--- config.mk ---
export PLATFORM = sky130hd
export DESIGN_NAME = bitonic_sorter
export DESIGN_NICKNAME = d
export VERILOG_FILES = /design/src/design/bs_pkg.sv /design/src/design/bs_datapath.sv /design/src/design/bs_ctrl.sv /design/src/design/bitonic_sorter.sv
export VERILOG_INCLUDE_DIRS = /design/src /design/src/design
export SDC_FILE = /design/constraint.sdc
export NUM_CORES = 2
export LEC_CHECK = 0
export BUFFER_PORTS_ARGS = -buffer_cell sky130_fd_sc_hd__buf_2
export CORE_ASPECT_RATIO = 0.7
export CORE_MARGIN = 3
export CORE_UTILIZATION = 39
export DETAILED_ROUTE_END_ITERATION = 10
export SLEW_MARGIN = 20
export SYNTH_ARGS = -nofsm -noshare
export SYNTH_HDL_FRONTEND = slang
export SYNTH_SLANG_ARGS = --single-unit
--- constraint.sdc ---
create_clock -name clk_i -period 10.21 [get_ports clk_i]
set_input_delay 0.5105 -clock clk_i [delete_from_list [all_inputs] [get_ports clk_i]]
set_output_delay 0.5105 -clock clk_i [all_outputs]
set_load 0.01 [all_outputs]
--- src/design/bitonic_sorter_defines.svh ---
// ----------------------------------------------------------------------------
// Bitonic sorter assertion macros
// Shared concurrent assertion wrappers clocked on clk_i; BS_ASSERT is disabled while rst_ni is low.
// ----------------------------------------------------------------------------
`ifndef BITONIC_SORTER_DEFINES_SVH
`define BITONIC_SORTER_DEFINES_SVH

// Checked only while out of reset.
`define BS_ASSERT(lbl, prop, msg) \
  lbl: assert property (@(posedge clk_i) disable iff (!rst_ni) prop) \
    else $error(msg);

// Checked at every edge, reset included.
`define BS_ASSERT_ALWAYS(lbl, prop, msg) \
  lbl: assert property (@(posedge clk_i) prop) \
    else $error(msg);

`endif

--- src/design/bs_pkg.sv ---
// ----------------------------------------------------------------------------
// Bitonic sorter package
// Payload structs, controller command struct, state codes and constants.
// ----------------------------------------------------------------------------
`default_nettype none

package bs_pkg;

  localparam int DATA_W = 32;

  // Largest signed value; fills the slots below the loaded elements.
  localparam logic signed [DATA_W-1:0] PAD_VALUE = 32'sh7FFF_FFFF;

  typedef struct packed {
    logic signed [DATA_W-1:0] value;
    logic                     last;
  } in_t;

  typedef struct packed {
    logic signed [DATA_W-1:0] sorted_value;
    logic                     final_res;
    logic                     overflow;
  } out_t;

  typedef struct packed {
    logic shift;  // move every element down one slot, new value at the top
    logic pad;    // overwrite the unused low slots with PAD_VALUE
    logic sort;   // apply one compare-exchange stage of the network
  } cmd_t;

  typedef enum logic [3:0] {
    ST_LOAD = 4'b0001,
    ST_PAD  = 4'b0010,
    ST_SORT = 4'b0100,
    ST_EMIT = 4'b1000
  } state_e;

endpackage

`default_nettype wire

--- src/design/bs_datapath.sv ---
// ----------------------------------------------------------------------------
// Bitonic sorter datapath
// Element register file with shift, pad and one network stage per cycle.
// ----------------------------------------------------------------------------
`default_nettype none

module bs_datapath import bs_pkg::*; #(
  parameter int CAPACITY = 16,
  localparam int L  = $clog2(CAPACITY),
  localparam int N  = 1 << L,
  localparam int CW = $clog2(CAPACITY + 1),
  localparam int PW = $clog2(L + 1),
  localparam int QW = (L > 1) ? $clog2(L) : 1
) (
  input  wire logic                     clk_i,
  input  wire cmd_t                     cmd_i,
  input  wire logic [CW-1:0]            cnt_i,
  input  wire logic [PW-1:0]            p_i,
  input  wire logic [QW-1:0]            q_i,
  input  wire logic signed [DATA_W-1:0] in_value_i,
  output logic signed [DATA_W-1:0]      head_o
);

  localparam int IW = L + 2;

  logic signed [DATA_W-1:0] elem_q [N];
  logic signed [DATA_W-1:0] elem_d [N];

  // Elements enter at the top, so after a set of cnt elements the loaded
  // values sit in slots N-cnt .. N-1 and the slots below them are padded.
  always_comb begin
    logic [L:0]               idx;
    logic [L-1:0]             pidx;
    logic [IW-1:0]            sum;
    logic signed [DATA_W-1:0] partner;
    logic signed [DATA_W-1:0] mn;
    logic signed [DATA_W-1:0] mx;
    logic                     up;
    logic                     take_min;

    idx      = '0;
    pidx     = '0;
    sum      = '0;
    partner  = '0;
    mn       = '0;
    mx       = '0;
    up       = 1'b0;
    take_min = 1'b0;

    for (int i = 0; i < N; i++) begin
      elem_d[i] = elem_q[i];
    end

    if (cmd_i.shift) begin
      for (int i = 0; i < N - 1; i++) begin
        elem_d[i] = elem_q[i + 1];
      end
      elem_d[N-1] = in_value_i;
    end else if (cmd_i.pad) begin
      for (int i = 0; i < N; i++) begin
        sum = IW'(i) + IW'(cnt_i);
        if (sum < IW'(N)) begin
          elem_d[i] = PAD_VALUE;
        end
      end
    end else if (cmd_i.sort) begin
      // Stage with block size 2**p and partner distance 2**q. Both partners
      // share bit p, which selects an ascending or descending block.
      for (int i = 0; i < N; i++) begin
        idx      = (L + 1)'(i);
        pidx     = idx[L-1:0] ^ (L'(1) << q_i);
        partner  = elem_q[pidx];
        mn       = (elem_q[i] < partner) ? elem_q[i] : partner;
        mx       = (elem_q[i] < partner) ? partner : elem_q[i];
        up       = ~idx[p_i];
        take_min = (idx[q_i] == 1'b0) == up;
        elem_d[i] = take_min ? mn : mx;
      end
    end
  end

  always_ff @(posedge clk_i) begin
    elem_q <= elem_d;
  end

  assign head_o = elem_q[0];

endmodule

`default_nettype wire

--- src/design/bs_ctrl.sv ---
// ----------------------------------------------------------------------------
// Bitonic sorter controller
// Load, pad, sort-stage sequencing and emission of the sorted set.
// ----------------------------------------------------------------------------
`default_nettype none

`include "bitonic_sorter_defines.svh"

module bs_ctrl import bs_pkg::*; #(
  parameter int CAPACITY = 16,
  localparam int L  = $clog2(CAPACITY),
  localparam int CW = $clog2(CAPACITY + 1),
  localparam int PW = $clog2(L + 1),
  localparam int QW = (L > 1) ? $clog2(L) : 1
) (
  input  wire logic    clk_i,
  input  wire logic    rst_ni,
  input  wire logic    in_valid_i,
  input  wire logic    in_last_i,
  output logic         in_ready_o,
  output logic         out_valid_o,
  input  wire logic    out_ready_i,
  output cmd_t         cmd_o,
  output logic [CW-1:0] cnt_o,
  output logic [PW-1:0] p_o,
  output logic [QW-1:0] q_o,
  output logic         final_o,
  output logic         overflow_o
);

  state_e        state_q, state_d;
  logic [CW-1:0] cnt_q, cnt_d;
  logic          dropped_q, dropped_d;
  logic [PW-1:0] p_q, p_d;
  logic [QW-1:0] q_q, q_d;

  always_ff @(posedge clk_i or negedge rst_ni) begin
    if (!rst_ni) begin
      state_q   <= ST_LOAD;
      cnt_q     <= '0;
      dropped_q <= 1'b0;
      p_q       <= '0;
      q_q       <= '0;
    end else begin
      state_q   <= state_d;
      cnt_q     <= cnt_d;
      dropped_q <= dropped_d;
      p_q       <= p_d;
      q_q       <= q_d;
    end
  end

  always_comb begin
    state_d     = state_q;
    cnt_d       = cnt_q;
    dropped_d   = dropped_q;
    p_d         = p_q;
    q_d         = q_q;
    cmd_o       = '0;
    in_ready_o  = 1'b0;
    out_valid_o = 1'b0;

    case (state_q)
      ST_LOAD: begin
        in_ready_o = 1'b1;
        if (in_valid_i) begin
          if (cnt_q < CW'(CAPACITY)) begin
            cmd_o.shift = 1'b1;
            cnt_d       = cnt_q + CW'(1);
          end else begin
            dropped_d = 1'b1;
          end
          if (in_last_i) begin
            state_d = ST_PAD;
          end
        end
      end
      ST_PAD: begin
        cmd_o.pad = 1'b1;
        p_d       = PW'(1);
        q_d       = '0;
        state_d   = ST_SORT;
      end
      ST_SORT: begin
        cmd_o.sort = 1'b1;
        // The distance counts down to zero, then the next block size starts
        // with a distance of half that block.
        if (q_q == '0) begin
          if (p_q == PW'(L)) begin
            state_d = ST_EMIT;
          end else begin
            p_d = p_q + PW'(1);
            q_d = QW'(p_q);
          end
        end else begin
          q_d = q_q - QW'(1);
        end
      end
      ST_EMIT: begin
        out_valid_o = 1'b1;
        if (out_ready_i) begin
          cmd_o.shift = 1'b1;
          cnt_d       = cnt_q - CW'(1);
          if (cnt_q == CW'(1)) begin
            dropped_d = 1'b0;
            state_d   = ST_LOAD;
          end
        end
      end
      default: begin
        state_d = ST_LOAD;
      end
    endcase
  end

  assign cnt_o      = cnt_q;
  assign p_o        = p_q;
  assign q_o        = q_q;
  assign final_o    = (cnt_q == CW'(1));
  assign overflow_o = dropped_q;

  `BS_ASSERT_ALWAYS(a_no_dual_side, !(in_ready_o && out_valid_o), "input and output open together")
  `BS_ASSERT(a_cnt_bound, cnt_q <= CW'(CAPACITY), "element count above capacity")
  `BS_ASSERT(a_emit_nonempty, (state_q == ST_EMIT) |-> (cnt_q != '0), "emitting an empty set")
  `BS_ASSERT(a_stage_range, (state_q == ST_SORT) |-> (p_q != '0 && p_q <= PW'(L) && PW'(q_q) < p_q), "sort stage out of range")
  `BS_ASSERT(a_close_clears, (out_valid_o && out_ready_i && final_o) |=> (cnt_q == '0 && !dropped_q && state_q == ST_LOAD), "set not cleared after last transfer")

endmodule

`default_nettype wire

--- src/design/bitonic_sorter.sv ---
// ----------------------------------------------------------------------------
// Bitonic sorter
// Collects a set of signed values, sorts it ascending and streams it out.
// ----------------------------------------------------------------------------
// Channel   Direction  Handshake                Payload
// in        input      in_valid_i / in_ready_o  in_data_i  (value, last)
// out       output     out_valid_o / out_ready_i out_data_o (sorted_value, final_res, overflow)
//
// Loading shifts each input value into the element registers, up to CAPACITY of
// them. After the transfer marked last, a pad step and L*(L+1)/2 network stages
// follow, L = log2 of the network size (10 stages for a capacity of 16), one stage
// per cycle of the datapath. Results then leave at one per cycle while out_ready_i
// is high; no input is taken until the last result of the set has been transferred.
// Reset clears the controller only; the element registers need no reset.
// ----------------------------------------------------------------------------
`default_nettype none

module bitonic_sorter import bs_pkg::*; #(
  parameter int CAPACITY = 16
) (
  input  wire logic clk_i,
  input  wire logic rst_ni,
  input  wire logic in_valid_i,
  output logic      in_ready_o,
  input  wire in_t  in_data_i,
  output logic      out_valid_o,
  input  wire logic out_ready_i,
  output out_t      out_data_o
);

  localparam int L  = $clog2(CAPACITY);
  localparam int CW = $clog2(CAPACITY + 1);
  localparam int PW = $clog2(L + 1);
  localparam int QW = (L > 1) ? $clog2(L) : 1;

  cmd_t                     cmd;
  logic [CW-1:0]            cnt;
  logic [PW-1:0]            p;
  logic [QW-1:0]            q;
  logic                     final_res;
  logic                     overflow;
  logic signed [DATA_W-1:0] head;

  bs_ctrl #(
    .CAPACITY(CAPACITY)
  ) u_ctrl (
    .clk_i      (clk_i),
    .rst_ni     (rst_ni),
    .in_valid_i (in_valid_i),
    .in_last_i  (in_data_i.last),
    .in_ready_o (in_ready_o),
    .out_valid_o(out_valid_o),
    .out_ready_i(out_ready_i),
    .cmd_o      (cmd),
    .cnt_o      (cnt),
    .p_o        (p),
    .q_o        (q),
    .final_o    (final_res),
    .overflow_o (overflow)
  );

  bs_datapath #(
    .CAPACITY(CAPACITY)
  ) u_datapath (
    .clk_i     (clk_i),
    .cmd_i     (cmd),
    .cnt_i     (cnt),
    .p_i       (p),
    .q_i       (q),
    .in_value_i(in_data_i.value),
    .head_o    (head)
  );

  always_comb begin
    out_data_o.sorted_value = head;
    out_data_o.final_res    = final_res;
    out_data_o.overflow     = overflow;
  end

endmodule

`default_nettype wire
; ---- After elaboration in Yosys (flattened, before gate mapping)
; Memory sizes are Yosys's and may differ from the RTL's.
; Cells that the tools add are included.
; Widths: inputs -> output; s select.
[word_totals]
regBits = 527
latch_bits = 0
ramBits = 0
mem_bits_ro = 128
in_bits = 37
out_inout_bits = 36
word_cells = 469
memories = 16
[classes]
add_sub_neg = 19
n_mul = 0
n_div = 0
magnitude_cmp = 51
n_eq_ne = 64
shifts = 1
n_mux = 193
bitwise = 63
n_reduce_logical = 41
[memory_table]
columns = name, words, width, rd, rd_clocked_by_memory_dff, write_ports, line_no
row1 = (name not given), 8, 1, 1, 0, 0, bs_datapath.sv:75  ; up = ~idx[p_i];
row2 = (name not given), 8, 1, 1, 0, 0, bs_datapath.sv:75
row3 = (name not given), 8, 1, 1, 0, 0, bs_datapath.sv:75
row4 = (name not given), 8, 1, 1, 0, 0, bs_datapath.sv:75
row5 = (name not given), 8, 1, 1, 0, 0, bs_datapath.sv:75
row6 = (name not given), 8, 1, 1, 0, 0, bs_datapath.sv:75
row7 = 10 more memories, -, -, -, -, -, -
[ops]
columns = cell, count
row1 = $mux 32, 96
row2 = $bmux 32 s4, 16
row3 = $mux 512, 3
row4 = $lt 32x32->1, 16
row5 = $lt 6x5->1 const B, 15
row6 = $ge 5x5->1 const B, 16
row7 = $not 4->5, 16
row8 = $reduce_and 4->1, 17
row9 = $ne 4x4->1 const B, 16
row10 = $reduce_bool 4->1, 16
row11 = $add 4x5->6 const A, 8
row12 = $ne 3x1->1 const B, 16
row13 = $mux 1, 43
row14 = $not 1->1, 36
row15 = $bmux 1 s2, 16
row16 = $add 3x5->6 const A, 4
row17 = $mux 4, 6
row18 = $eq 1x1->1, 16
row19 = $pmux 4 s4, 1
row20 = $mux 5, 3
row21 = $add 2x5->6 const A, 2
row22 = $ne 2x2->1 const B, 6
row23 = $not 2->2, 6
row24 = $not 3->3, 4
row25 = other kinds (31), 38

; ---- Depth between registers and ports, before layout
[depth]
word_depth = 12
depth_mapped = 22
ltp_nobuf = 18

; ---- By module
; Synthesis repeated with hierarchy kept, for this count alone.
[hier_totals]
hier_cells = 5435
area_unflattened_um2 = 57602.7
[modules_own_cells]
columns = module, instances, cells_each, area_each_um2, seq_area_each_um2
row1 = bs_datapath, 1, 5335, 56644.3, 15374.7
row2 = bs_ctrl, 1, 98, 943.4, 376.6
row3 = bitonic_sorter, 1, 2, 15.0, 0.0

; ---- Worst setup path after synthesis
; No wires, ideal clock.
[synth_timing]
kind = register -> register
start = register u_ctrl.q_q[1] (netlist: u_ctrl.q_o[1])
end = register u_datapath.elem_q[160] (netlist name), enable pin
setup_ns = 0.474
t_arrival_ns = 6.706
t_required_ns = 9.736
path_slack_ns = 3.030
stages_incl_launch_ff = 17
n_path_buf = 3
period_less_slack_ns = 7.180
cell_sequence = dfrtp_1 > inv_1 > ha_1 > buf_6 > clkbuf_1 > buf_1 > mux4_2 > mux2_2 > ha_1 > a21o_1 > a221oi_1 > o221a_2 > o21ai_0 > a211oi_1 > mux2i_1 > xnor2_1 > a221oi_1
[synth_via]
elab_chain_len = 9
elab_cells_between_ends = 14
cone_classes = order compare: 1 / eq/ne: 2 / shift: 1 / mux: 5 / bitwise: 3 / reduce/logical: 2
[synth_lines]
columns = item, line_no
row1 = from (decl), bs_ctrl.sv:35  ; logic [QW-1:0] q_q, q_d;
row2 = from (signal assigned), bs_ctrl.sv:49  ; q_q <= q_d;
row3 = $shl 1x2->4, bs_datapath.sv:71  ; pidx = idx[L-1:0] ^ (L'(1) << q_i);
row4 = $not 2->2 (no source line), -
row5 = $not 4->5 (not written as such), bs_datapath.sv:72  ; partner = elem_q[pidx];
row6 = $bmux 32 s4, bs_datapath.sv:72
row7 = $mux 32 (not written as such) (2 in a row), bs_datapath.sv:72
row8 = $lt 32x32->1, "bs_datapath.sv:73, bs_datapath.sv:74"
row9 = $ne 4x4->1 (no source line) / $reduce_bool 4->1 (equally long branches), -
row10 = $reduce_and 4->1 (no source line) *, -
row11 = to (signal assigned), bs_datapath.sv:83  ; elem_q <= elem_d;
row12 = to (decl), bs_datapath.sv:26  ; logic signed [DATA_W-1:0] elem_q [N];
; Every way passes the cells marked *; elsewhere a longest branch is shown, timed or not. The select of a mux whose other input is x is not followed.
; A chain may end at the register's enable or synchronous reset.

; ---- Worst setup path in the final report
[layout_timing]
start = register u_ctrl.q_q[0] (netlist: u_ctrl.q_o[0])
end = register u_datapath.elem_q[429] (netlist name), enable pin
[layout_via]
elab_chain_len = 9
elab_cells_between_ends = 14
cone_classes = order compare: 1 / eq/ne: 2 / shift: 1 / mux: 5 / bitwise: 3 / reduce/logical: 2
[layout_lines]
columns = item, line_no
row1 = $shl 1x2->4, bs_datapath.sv:71
row2 = $not 1->1 (no source line), -
row3 = $not 4->5 (not written as such), bs_datapath.sv:72
row4 = $bmux 32 s4, bs_datapath.sv:72
row5 = $mux 32 (not written as such) (2 in a row), bs_datapath.sv:72
row6 = $lt 32x32->1, "bs_datapath.sv:73, bs_datapath.sv:74"
row7 = $ne 4x4->1 (no source line) / $reduce_bool 4->1 (equally long branches), -
row8 = $reduce_and 4->1 (no source line) *, -
; Marked as above.

==> results.toml <==
[finish]
nets = 6045
stdcell_area_um2 = 59900
drive_gt1_share_pct = 18.6
area_growth_syn_to_layout_pct = 7.22

[worst_setup_path]
r2r_start = "u_ctrl.q_o[0]"
r2r_cells = 18
critPathLaunchType = "flip-flop"
critPathTopFamily = "buffers and inverters"
cp_cell_sequence = "inv_1 -> ha_4 -> buf_4 -> mux2_2 -> nor2_1 -> a21oi_1 -> mux2i_1 -> mux2_2 -> ha_1 -> nand4_1 -> nor2_1 -> inv_1 -> nor3_1 -> a211oi_1 -> mux2i_1 -> xnor2_1 -> a211oi_4 -> buf_4"
cp_slowest_stage_delay_ns = 0.92
cp.buffers_inverters = 4
cp.arrival_ns = 8.58
cp.required_ns = 10.52
path_class = "reg2reg"
end_kind = "flip-flop"
crit_fanout = 37
slowest_stage = "a211oi_4"
r2r_slack_ns = 1.94
r2r-end = "u_datapath.elem_q[429]"

[worst_hold_path]
worstHoldStart = "in_data_i[0]"
hold_class = "in2reg"
min_to = "u_ctrl.state_q[1]"
hold_depth = 3

[yosys]
mappedNetlistNets = 6257
yosysWarningCount = 0
synth_top_area_share_pct = 27.5
netlist_area_um2 = 55800
syn_inst = 5708
async_reset_ff_share_pct = 2.85
synthTopCellsByArea = "edfxtp_1, mux4_2, ha_1"
ys_types = 72
ys_seq_area_share_pct = 28.2
synth_common_cells = "a21oi_1, nor2_1, mux2i_1"
synth.avg_cell_area_um2 = 9.78
synthFlopType = "edfxtp_1"
synth_most_common_cell = "a21oi_1"
synth-edff-count = 512
yosysTopAreaCell = "edfxtp_1"
ys_ff_latch = 527

[global_routing]
grt_usage_pct = 32.5
grt_overflow = 0
grt_pass1_wl_um = 350000
grt_pass1_vias = 46400
grt_max_degree = 182
antenna_found_initial = 10

[floorplanning]
die_w_um = 458
coreArea_um2 = 141000
floorplan.die_area_um2 = 148000
start_util_pct = 39.5
io_pins = 73
row_count = 115
die_y_um = 323

[drt]
drt_iter0_markers = 9189
wl_met1_um = 104000
num_vias = 50600
via_per_inst = 6.82
wl_um = 249000
met3_length_um = 49700
wl_per_cell_um = 33.5
route.antenna.remaining_nets = 0
wl_met2_um = 88000
dr.pass1.iters = 8
top_layer = "met5"
post-route-drc-count = 0

[run_status]
status = "finished clean"

[clock_tree]
clkSinkCount = 527
cts_buffer_depth = 3
cts_tree = "built"
cts.htree.levels = 2
numCtsBuffers = 61
ctsRootBufferMaster = "clkbuf_16"
clk_latency_ns = 0.71
path_clk_slew_ns = 0.07
cts_setup_buffers = 0

[placed_design]
placed_area_um2 = 57900
port_buffers = 72
hpwlAfterDp_um = 181000
globalplace.congestion = 1.08

[sta]
fmax_mhz = 121
worst-slew-pin-transition_ns = 1.43
slew_violations = 0
timing.final.crit_share_pct = 81.0
setup_viol = 0
maxSlewHeadroom_pct = 3.94
finalHoldViolations = 0
tns_ns = 0
min_period_ns = 8.27
fin_skew_ns = 0.0370
whs_ns = 0.111
rsz0062_at_grt = "false"

[run]
maxCapViolCount = 0
-- per-stage QoR --
step | setup WS (ns) | instances | utilization (%)
2_1_floorplan | 3.03 | 5708 | -
4_1_cts | 2.23 | 7416 | 42.4
3_5_place_dp | 2.23 | 7304 | 41.0
6_report | 1.94 | 7418 | 42.4
3_3_place_gp | 1.98 | 7302 | 41.0
5_1_grt | 1.92 | 7416 | 42.4
-- final cells by class --
class / instances / area, µm²
multi-input combinational: 4713 / 38400
inverter: 32 / 140
clock inverter: 37 / 343
sequential: 527 / 15800
fill: 13600 / 81400
antenna: 2 / 5.00
timing repair buffer: 161 / 1280
clock buffer: 74 / 1580
tap: 1872 / 2340
-- cells by family after synthesis --
family                   after synthesis  share of synthesized area, %
flip-flops                           527                          28.2
AO/OA/AOI/OAI                       1387                          14.0
multiplexers                        1312                          31.3
adder cells (fa/ha/maj)              512                          11.5
XOR/XNOR                              34                         0.533
AND/OR/NAND/NOR                     1468                          11.0
buffers and inverters                468                          3.52
-- worst reg2reg max path, delay by kind of cell, from the launching register on --
kind	cells	cell delay, ns
mux	4	1.00
xor+xnor	1	0.14
compound gates	3	1.31
fa+ha+maj	2	1.21
buf+inv	4	2.03
flops	1	0.54
simple gates	4	1.60
-- repair_timing --
item / in CTS / in global routing
hold endpoints to repair: 14 / 0
gates resized for setup: 0 / 0
hold buffers: 1 / 0
-- metal layers --
metal | vias up | GRT usage, %
li1 | 21300 | -
met1 | 24700 | 47.7
met2 | 4108 | 39.5
met3 | 395 | 18.9
met4 | 14 | 7.54
met5 | - | 0.0628
-- registers in the layout, indices dropped and copies added, names as in the netlist --
name	count
u_ctrl.cnt_o	5
u_ctrl.overflow_o	1
u_ctrl.p_o	3
u_ctrl.q_o	2
u_ctrl.state_q	4
u_datapath.elem_q	480
u_datapath.head_o	32
-- layout by cell type (no fill, tap or decap), types with 67 or more instances in the layout --
cell and n:
nand2_1 442, mux4_2 302, nand4_1 71, mux2i_1 568, buf_2 72, buf_4 67
a21o_1 110, ha_1 506, nor2_1 765, edfxtp_1 512, a21oi_1 807, o21ai_0 266
mux2_2 442
-- how the worst max path moves through the flow --
| stage | depth (start not counted) | end | startpoint | slack [ns] |
|---|---|---|---|---|
| 4_1_cts | 18 | u_datapath.elem_q[11] | u_ctrl.q_o[0] | 2.23 |
| 5_1_grt | 18 | u_datapath.elem_q[426] | u_ctrl.q_o[0] | 1.92 |
| 3_3_place_gp | 17 | u_datapath.elem_q[14] | u_ctrl.q_o[0] | 1.98 |
| 3_5_place_dp | 18 | u_datapath.elem_q[14] | u_ctrl.q_o[0] | 2.23 |
| 2_1_floorplan | 16 | u_datapath.elem_q[160] | u_ctrl.q_o[1] | 3.03 |
| 6_report | 18 | u_datapath.elem_q[429] | u_ctrl.q_o[0] | 1.94 |
Power is left out: the tool's default activity adds up to more than one toggle a clock period on the data nets, which glitch-free logic cannot reach.
